--- src/rtl/core/mcfre_pkg.sv ---
// ---------------------------------------------------------------------------
// mcfre_pkg: shared types and constants of the fractional-rate emitter.
// Holds status codes, action codes and the command passed from front to back.
// ---------------------------------------------------------------------------
package mcfre_pkg;

  localparam int unsigned MaxPartW = 21;
  localparam int unsigned CntCfgW  = 5;
  localparam int unsigned SlotW    = 4;

  typedef enum logic [1:0] {
    ST_OK       = 2'd0,
    ST_INVALID  = 2'd1,
    ST_CAPACITY = 2'd2
  } status_e;

  typedef enum logic {
    ACT_LOAD = 1'b0,
    ACT_STEP = 1'b1
  } action_e;

  // Configuration register indexes.
  typedef enum logic [1:0] {
    REG_MAX_PART = 2'd0,
    REG_PPF      = 2'd1,
    REG_EMIT_CNT = 2'd2
  } cfg_reg_e;

  // Input item.
  typedef struct packed {
    logic [0:0]          action;
    logic [SlotW-1:0]    slot;
    logic [31:0]         emitter_id;
    logic [31:0]         start_at;
    logic [31:0]         stop_at;
    logic [31:0]         flow;
    logic [31:0]         step_number;
    logic [MaxPartW-1:0] active_count;
  } in_item_t;

  // Result item.
  typedef struct packed {
    logic [1:0]          status;
    logic [31:0]         source_id;
    logic [MaxPartW-1:0] particle_count;
    logic [63:0]         first_particle;
    logic                last;
  } out_item_t;

  // Back-end state machine.
  typedef enum logic [2:0] {
    BK_IDLE,
    BK_LOAD_CHK,
    BK_LOAD_MUL,
    BK_STEP_ACC,
    BK_STEP_CHK,
    BK_STEP_EMIT,
    BK_DONE
  } bk_state_e;

endpackage

--- src/rtl/core/mcfre_front.sv ---
// ---------------------------------------------------------------------------
// mcfre_front: input stage and command queue.
// Accepts input items and holds up to two of them for the back end.
// ---------------------------------------------------------------------------
module mcfre_front (
  input  logic               clk_i,
  input  logic               rst_ni,
  input  logic               in_valid_i,
  output logic               in_ready_o,
  input  mcfre_pkg::in_item_t in_data_i,
  output logic               cmd_valid_o,
  input  logic               cmd_pop_i,
  output mcfre_pkg::in_item_t cmd_data_o
);
  import mcfre_pkg::*;

  in_item_t   buf_q [2];
  logic [0:0] wr_q, rd_q;
  logic [1:0] cnt_q;
  logic       push, pop;

  assign in_ready_o  = (cnt_q != 2'd2);
  assign push        = in_valid_i && in_ready_o;
  assign cmd_valid_o = (cnt_q != 2'd0);
  assign pop         = cmd_pop_i && cmd_valid_o;
  assign cmd_data_o  = buf_q[rd_q];

  // Queue pointers and fill count.
  always_ff @(posedge clk_i or negedge rst_ni) begin
    if (!rst_ni) begin
      wr_q  <= '0;
      rd_q  <= '0;
      cnt_q <= '0;
    end else begin
      if (push) wr_q <= wr_q + 1'b1;
      if (pop) rd_q <= rd_q + 1'b1;
      cnt_q <= cnt_q + {1'b0, push} - {1'b0, pop};
    end
  end

  // Queue storage.
  always_ff @(posedge clk_i) begin
    if (push) buf_q[wr_q] <= in_data_i;
  end
endmodule

--- config.mk ---
export PLATFORM = sky130hd
export DESIGN_NAME = mcfre_front
export DESIGN_NICKNAME = d
export VERILOG_FILES = /design/src/rtl/core/mcfre_pkg.sv /design/src/rtl/core/mcfre_front.sv
export SDC_FILE = /design/constraint.sdc
export NUM_CORES = 1
export LEC_CHECK = 0
export BUFFER_PORTS_ARGS = -buffer_cell sky130_fd_sc_hd__buf_2
export CAP_MARGIN = 10
export CORE_MARGIN = 4
export CORE_UTILIZATION = 40
export CTS_CLUSTER_SIZE = 28
export DETAILED_ROUTE_END_ITERATION = 7
export PLACE_DENSITY = 0.66
export SYNTH_ARGS = -nofsm -noshare
export SYNTH_HDL_FRONTEND = slang
export SYNTH_SLANG_ARGS = --single-unit
--- constraint.sdc ---
create_clock -name clk_i -period 9.3 [get_ports clk_i]
set_clock_uncertainty 0.2 [all_clocks]
set_input_delay 2.79 -clock clk_i [delete_from_list [all_inputs] [get_ports clk_i]]
set_output_delay 2.79 -clock clk_i [all_outputs]
set_load 0.03 [all_outputs]
==> metrics.txt, run 1 <==
largest net degree at the start of global routing=85; Core Footprint=34710 µm²; Startpoint Class=flip-flop; sequential area share after synthesis=0.7950; Arrival @ worst endpoint=3.02 ns; TritonCTS clock tree=yes; post-synthesis cell type count=19; post-CTS setup buffers=0; Iteration-0 DRC Markers=320; DIE AREA=38520 µm²; CTS clock-pin slew for the worst setup and hold paths=0.06 ns; final design utilization=0.5095; CP required=6.31 ns; pre-CTS WS=between 3 and 4 ns; count leader, synth=edfxtp_1; Initial DRT Pass Iterations=4; Area Growth Syn to Fin=24.76%; ys flop type=edfxtp_1; Post-synth ARST share=0.01064; global route total overflow=0; Mapped Avg Cell Area=23.59 µm²; global-route met3 utilization=0.04963; die height=196.3 µm; num ports=378; status=complete, no violations; global-route wire length before repair=42420 µm; Synth Cell Area=14180 µm²; CTS root buf=clkbuf_16; Clock Tree Buf Depth=3; Hold Crit Class=flip-flop to flip-flop; fin worst setup slack=3.288 ns; TNS Setup=0 ns; met2 Track Usage GR=0.2479; hold slack=between 0.3 and 0.4 ns; Post-DP HPWL=19020 µm; starting density of the core=0.4084; CP endpoint kind=output pin; Rows=68; Global Route met1 Usage=0.1633; fin crit period=6.012 ns; Mapped Nets=just under 800; worst-path fanout max=between 50 and 60; placed cell area=about 17000 µm²; RSZ-0062 raised after global routing=no; layout cells sized above 1=0.6091; leading area contributor after synthesis=edfxtp_1; Routed WL=~28000 µm; worst-margin pin slew=~1.1 ns; via count=6974; GR peak layer=met2; initial antenna violation count=3; Mapped Cells=601; Global Route Usage Sum=0.1414; Post-route DRC=0; leakage power=6.934 nW; TritonCTS Buffers=39; fmax=166.3 MHz; PwrDens=349.6 nW/µm²; fin. max-slew vios=0; Final Hold Vio Count=0; Wirelength per Cell=19.02 µm; Final setup viols=0; relative slew slack=0.2712; worst IR drop on VDD=about 0.24 mV; CTS H-tree depth=2; IO Port Bufs=377; Synth top area share=0.7879; Placer Congestion=0.7103; Resize count post-CTS=0; Tcrit/Tclk final=0.6465; post-route cell area=17690 µm²; CTS Hold Bufs=0; vias in the first global route=7471; EDFF count, synth=around 370; synth warn=0; most frequent cells after synthesis=372 x edfxtp_1, 130 x mux2_4, 56 x mux2_2; kind of critical path=flip-flop to output pin; top post-synthesis cells by area=edfxtp_1 79%, mux2_4 14%, mux2_2 4.4%; NumNets Final=1196; flops & latches, synth=376; clk sinks=between 300 and 400; antenna-violating nets left=0; max-cap violations=0; worst-skew pair later-pin latency=0.52 ns; die span in x=196.3 µm; Vias/cell=4.687
## sequential cells by signal, summed over array words and instances (netlist names)
register and cells:
wr_q 1, buf_q 372, cnt_q 2, rd_q 1
## critical path: stages (launching register included)
cell	delay, ns
dfrtp_4	0.86
buf_4	0.92
mux2_4	0.36
buf_2	0.18
## power by group
part           switching (mW)  leakage, nW  total, mW  internal [mW]
combinational            1.45         2.86       2.31          0.855
sequential              0.129         3.51       2.45           2.32
clock                   0.601        0.570       1.43          0.828
total                    2.18         6.93       6.18           4.00
## area by class of cell
type / instances / area [µm²]
diodes: 2 / 5.005
clock buffers: 46 / 1002
clock inverters: 21 / 170.2
fillers: 2861 / 17030
multi-input cells: 204 / 2714
flip-flops and latches: 376 / 11270
well taps: 455 / 569.3
repair buffers: 384 / 1952
## cells by family after synthesis
group                    count (synthesis)  synth area share
multiplexers                           186            0.1822
XOR/XNOR                                 3          0.001854
buffers and inverters                   21           0.01447
AO/OA/AOI/OAI                            4          0.002206
flip-flops                             376            0.7950
adder cells (fa/ha/maj)                  1         0.0008824
AND/OR/NAND/NOR                         10          0.003443
## layer usage
| layer | wire (µm) | share of wire |
|---|---|---|
| met5 | 7 | 0.00025 |
| met1 | 10740 | 0.38 |
| met3 | 2248 | 0.079 |
| met2 | 14640 | 0.52 |
| met4 | 670 | 0.024 |
## path summary, 6_finish.rpt
kind / end / start / slack [ns] / cells past startpoint
min in group asynchronous: cnt_q[1] / rst_ni / 1.87 / 1
hold / removal: wr_q / wr_q / 0.36 / 1
max in group asynchronous: rd_q / rst_ni / 6.89 / 1
setup reg to reg: buf_q[0][58] / cnt_q[0] / 6.04 / 5
setup / recovery: cmd_data_o[74] / rd_q / 3.29 / 3
hold reg to reg: wr_q / wr_q / 0.36 / 1
## placed cells by master (no fill, tap or decap), types with 2 or more instances in the layout
master and instances:
buf_2 377, edfxtp_1 372, mux2_4 130, mux2_2 56, clkbuf_16 39, clkbuf_1 7, clkinv_1 7, buf_4 6
clkinv_2 5, inv_6 4, xnor2_1 3, dfrtp_1 3, diode_2 2, nor2_1 2, nand2_1 2, bufinv_16 2
clkinvlp_4 2
## through the flow
stage	std cells	power (mW)
finish	1488	6.183
global route	1488	6.467
floorplan	601	4.306
global placement	1419	4.807
CTS	1486	6.283
detailed placement	1419	4.828
Power figures use the tool's default switching activity.
==> inputs of run 2 (changes only) <==
ABC_AREA = 1   (was default)
PLACE_DENSITY = default   (was 0.66)
clock period = 5.8 ns   (was 9.3 ns; I/O delays follow)
==> metrics.txt, run 2 <==
Post-DP HPWL=20210 µm (+6.2%); fin crit period=between 4 and 5 ns; Final Hold Vio Count=0 (unchanged); Vias/cell=4.551 (-2.9%); die span in x=193.7 µm (-1.3%); Core Footprint=33780 µm² (-2.7%); Largest Register=buf_q; fin worst setup slack=1.158 ns (-2.130 ns); most frequent cells after synthesis=567 x nand2_1, 372 x edfxtp_1, 21 x buf_2; max-cap violations=0 (unchanged); status=complete, no violations; Tcrit/Tclk final=0.8004; critical-path cell list=buf_4 > nand2_1 > nand2_1 > buf_2; commonest non-fill, non-tap cell in the layout=nand2_1; Post-route DRC=0 (unchanged); Resize count post-CTS=0 (unchanged); relative slew slack=0.3740 (+0.1028); global route total overflow=0 (unchanged); Reg2Reg Depth=5 (unchanged); die height=193.7 µm (-1.3%); Clock Tree Buf Depth=3 (unchanged); Arrival @ worst endpoint=2.70 ns (-0.32 ns); Mapped Nets=1194 (+51%); Max stage delay cell, worst path=dfrtp_4; post-CTS setup buffers=0 (unchanged); Mapped Avg Cell Area=13.75 µm² (-42%); Placer Congestion=0.7815 (+10%); Global Route Usage Sum=0.1584 (+0.01697); Initial DRT Pass Iterations=4 (unchanged); Iteration-0 DRC Markers=368 (+15%); power after layout=10.13 mW (+64%); post-route cell area=17370 µm² (-1.8%); antenna-violating nets left=0 (unchanged); count leader, synth=nand2_1; fmax=~220 MHz; CTS H-tree depth=2 (unchanged); sequential area share after synthesis=0.8170 (+0.02199); Mapped Cells=1003 (+67%); layout cells sized above 1=0.3113 (-0.2978); TritonCTS Buffers=40 (+2.6%); PwrDens=583.5 nW/µm² (+67%); Min-Delay Endpoint=cnt_q[0]; worst IR drop on VDD=0.3248 mV (+35%); Synth Cell Area=13800 µm² (-2.7%); hold depth=1 (unchanged); synth warn=0 (unchanged); Largest regs=buf_q: 372 flops, cnt_q: 2 flops; Post-synth ARST share=0.01064 (unchanged); leakage power=7.426 nW (+7.1%); HP Start=cnt_q[0]; most frequent cells in the layout=567 x nand2_1, 377 x buf_2, 372 x edfxtp_1, 41 x clkbuf_16; TritonCTS clock tree=yes; global-route wire length before repair=47550 µm (+12%); pre-CTS WS=1.642 ns (-2.090 ns); WP buf/inv=2 (unchanged); placed cell area=16140 µm² (-2.3%); CP endpoint kind=output pin; Worst Setup SP=rd_q; CTS Hold Bufs=0 (unchanged); starting density of the core=0.4084 (about the same); Wirelength per Cell=16.59 µm (-13%); delay of the slowest critical-path stage=0.91 ns (about the same); RSZ-0062 raised after global routing=no; most used cell, CP=nand2_1; worst-margin pin slew=0.9368 ns (-0.1564 ns); final design utilization=0.5141 (+0.004539); CP delay by family, top=flip-flops; CP required=3.86 ns (-2.45 ns); Routed WL=31040 µm (+9.7%); NumNets Final=1584 (+32%); leading area contributor after synthesis=edfxtp_1; Startpoint Class=flip-flop; max reg flops=372 (unchanged); worst-path fanout max=63 (+11%); reg2reg end=buf_q[1][19]; fin. max-slew vios=0 (unchanged); EDFF count, synth=372 (unchanged); post-synthesis cell type count=14 (-5); Synth top area share=0.8097 (+0.02180); reg2reg start=cnt_q[0]; Rows=67 (-1.5%); largest net degree at the start of global routing=109 (+28%); Area Growth Syn to Fin=25.88%; kind of critical path=flip-flop to output pin; setup slack, reg-to-reg=3.33 ns (-2.71 ns); CTS clock-pin slew for the worst setup and hold paths=0.06 ns (about the same); CTS root buf=clkbuf_16; IO Port Bufs=377 (unchanged); Hold Crit Class=flip-flop to flip-flop; flops & latches, synth=376 (unchanged); Final setup viols=0 (unchanged); top post-synthesis cells by area=edfxtp_1 81%, nand2_1 15%, buf_6 1.1%; via count=8514 (+22%); initial antenna violation count=7 (+4); clk sinks=376 (unchanged); num ports=378 (unchanged); worst-skew pair later-pin latency=0.51 ns (about the same); Filler Cell Count=2929 (+2.4%); ys flop type=edfxtp_1; DIE AREA=37530 µm² (-2.6%); vias in the first global route=8476 (+13%)
-- run 2: worst max path at each step --
stage / endpoint / slack, ns / depth (start not counted)
after CTS: cmd_data_o[183] / 1.07 / 4
after floorplan: buf_q[1][0] / -1.58 / 2
final: cmd_data_o[183] / 1.16 / 4
after global routing: cmd_data_o[183] / 0.94 / 4
after detailed placement: cmd_data_o[183] / 1.64 / 4
after global placement: cmd_data_o[183] / 1.59 / 4
-- run 2: layout make-up --
type,instances,area (µm²),area share
tap,448,560.5,0.03228
timing repair buffer,389,2064,0.1189
clock inverter,18,157.7,0.009078
clock buffer,51,1064,0.06124
sequential,376,11270,0.6492
inverter,8,35.03,0.002017
multi-input combinational,578,2203,0.1269
antenna,3,7.507,0.0004323
-- run 2: through the flow --
| stage | setup TNS [ns] | hold slack [ns] | std cells |
|---|---|---|---|
| after floorplan | -587.53 | 0.3035 | 1003 |
| after global placement | 0 | 0.3324 | 1799 |
| after detailed placement | 0 | 0.3515 | 1799 |
| after CTS | 0 | 0.3654 | 1868 |
| after global routing | 0 | 0.3960 | 1869 |
| final | 0 | 0.3671 | 1871 |
-- run 2: report_power, final --
group / internal, mW / switching, mW / total [mW]
Sequential: 3.70 / 0.204 / 3.91
Clock: 1.42 / 0.952 / 2.37
Combinational: 0.919 / 2.94 / 3.85
-- run 2: cell families (layout without fill, tap and decap cells) --
group	count (synthesis)	count (layout)	synth area share
and+or+nand+nor	574	574	0.1564
DFF	376	376	0.8170
buffers and inverters	49	466	0.02440
AOI/OAI and AO/OA	2	2	0.0007249
adders and majority gates	1	1	0.0009068
xor gates and xnor gates	1	1	0.0006350
other	0	3	0
-- run 2: per-layer routing --
layer	track usage	routed length, µm	vias up	part of all wire
met2	0.2604	14980	305	0.48
met3	0.06047	2964	61	0.095
met4	0.04957	786	10	0.025
met1	0.1954	12260	3967	0.39
met5	0	48	-	0.0015
li1	-	-	4171	-
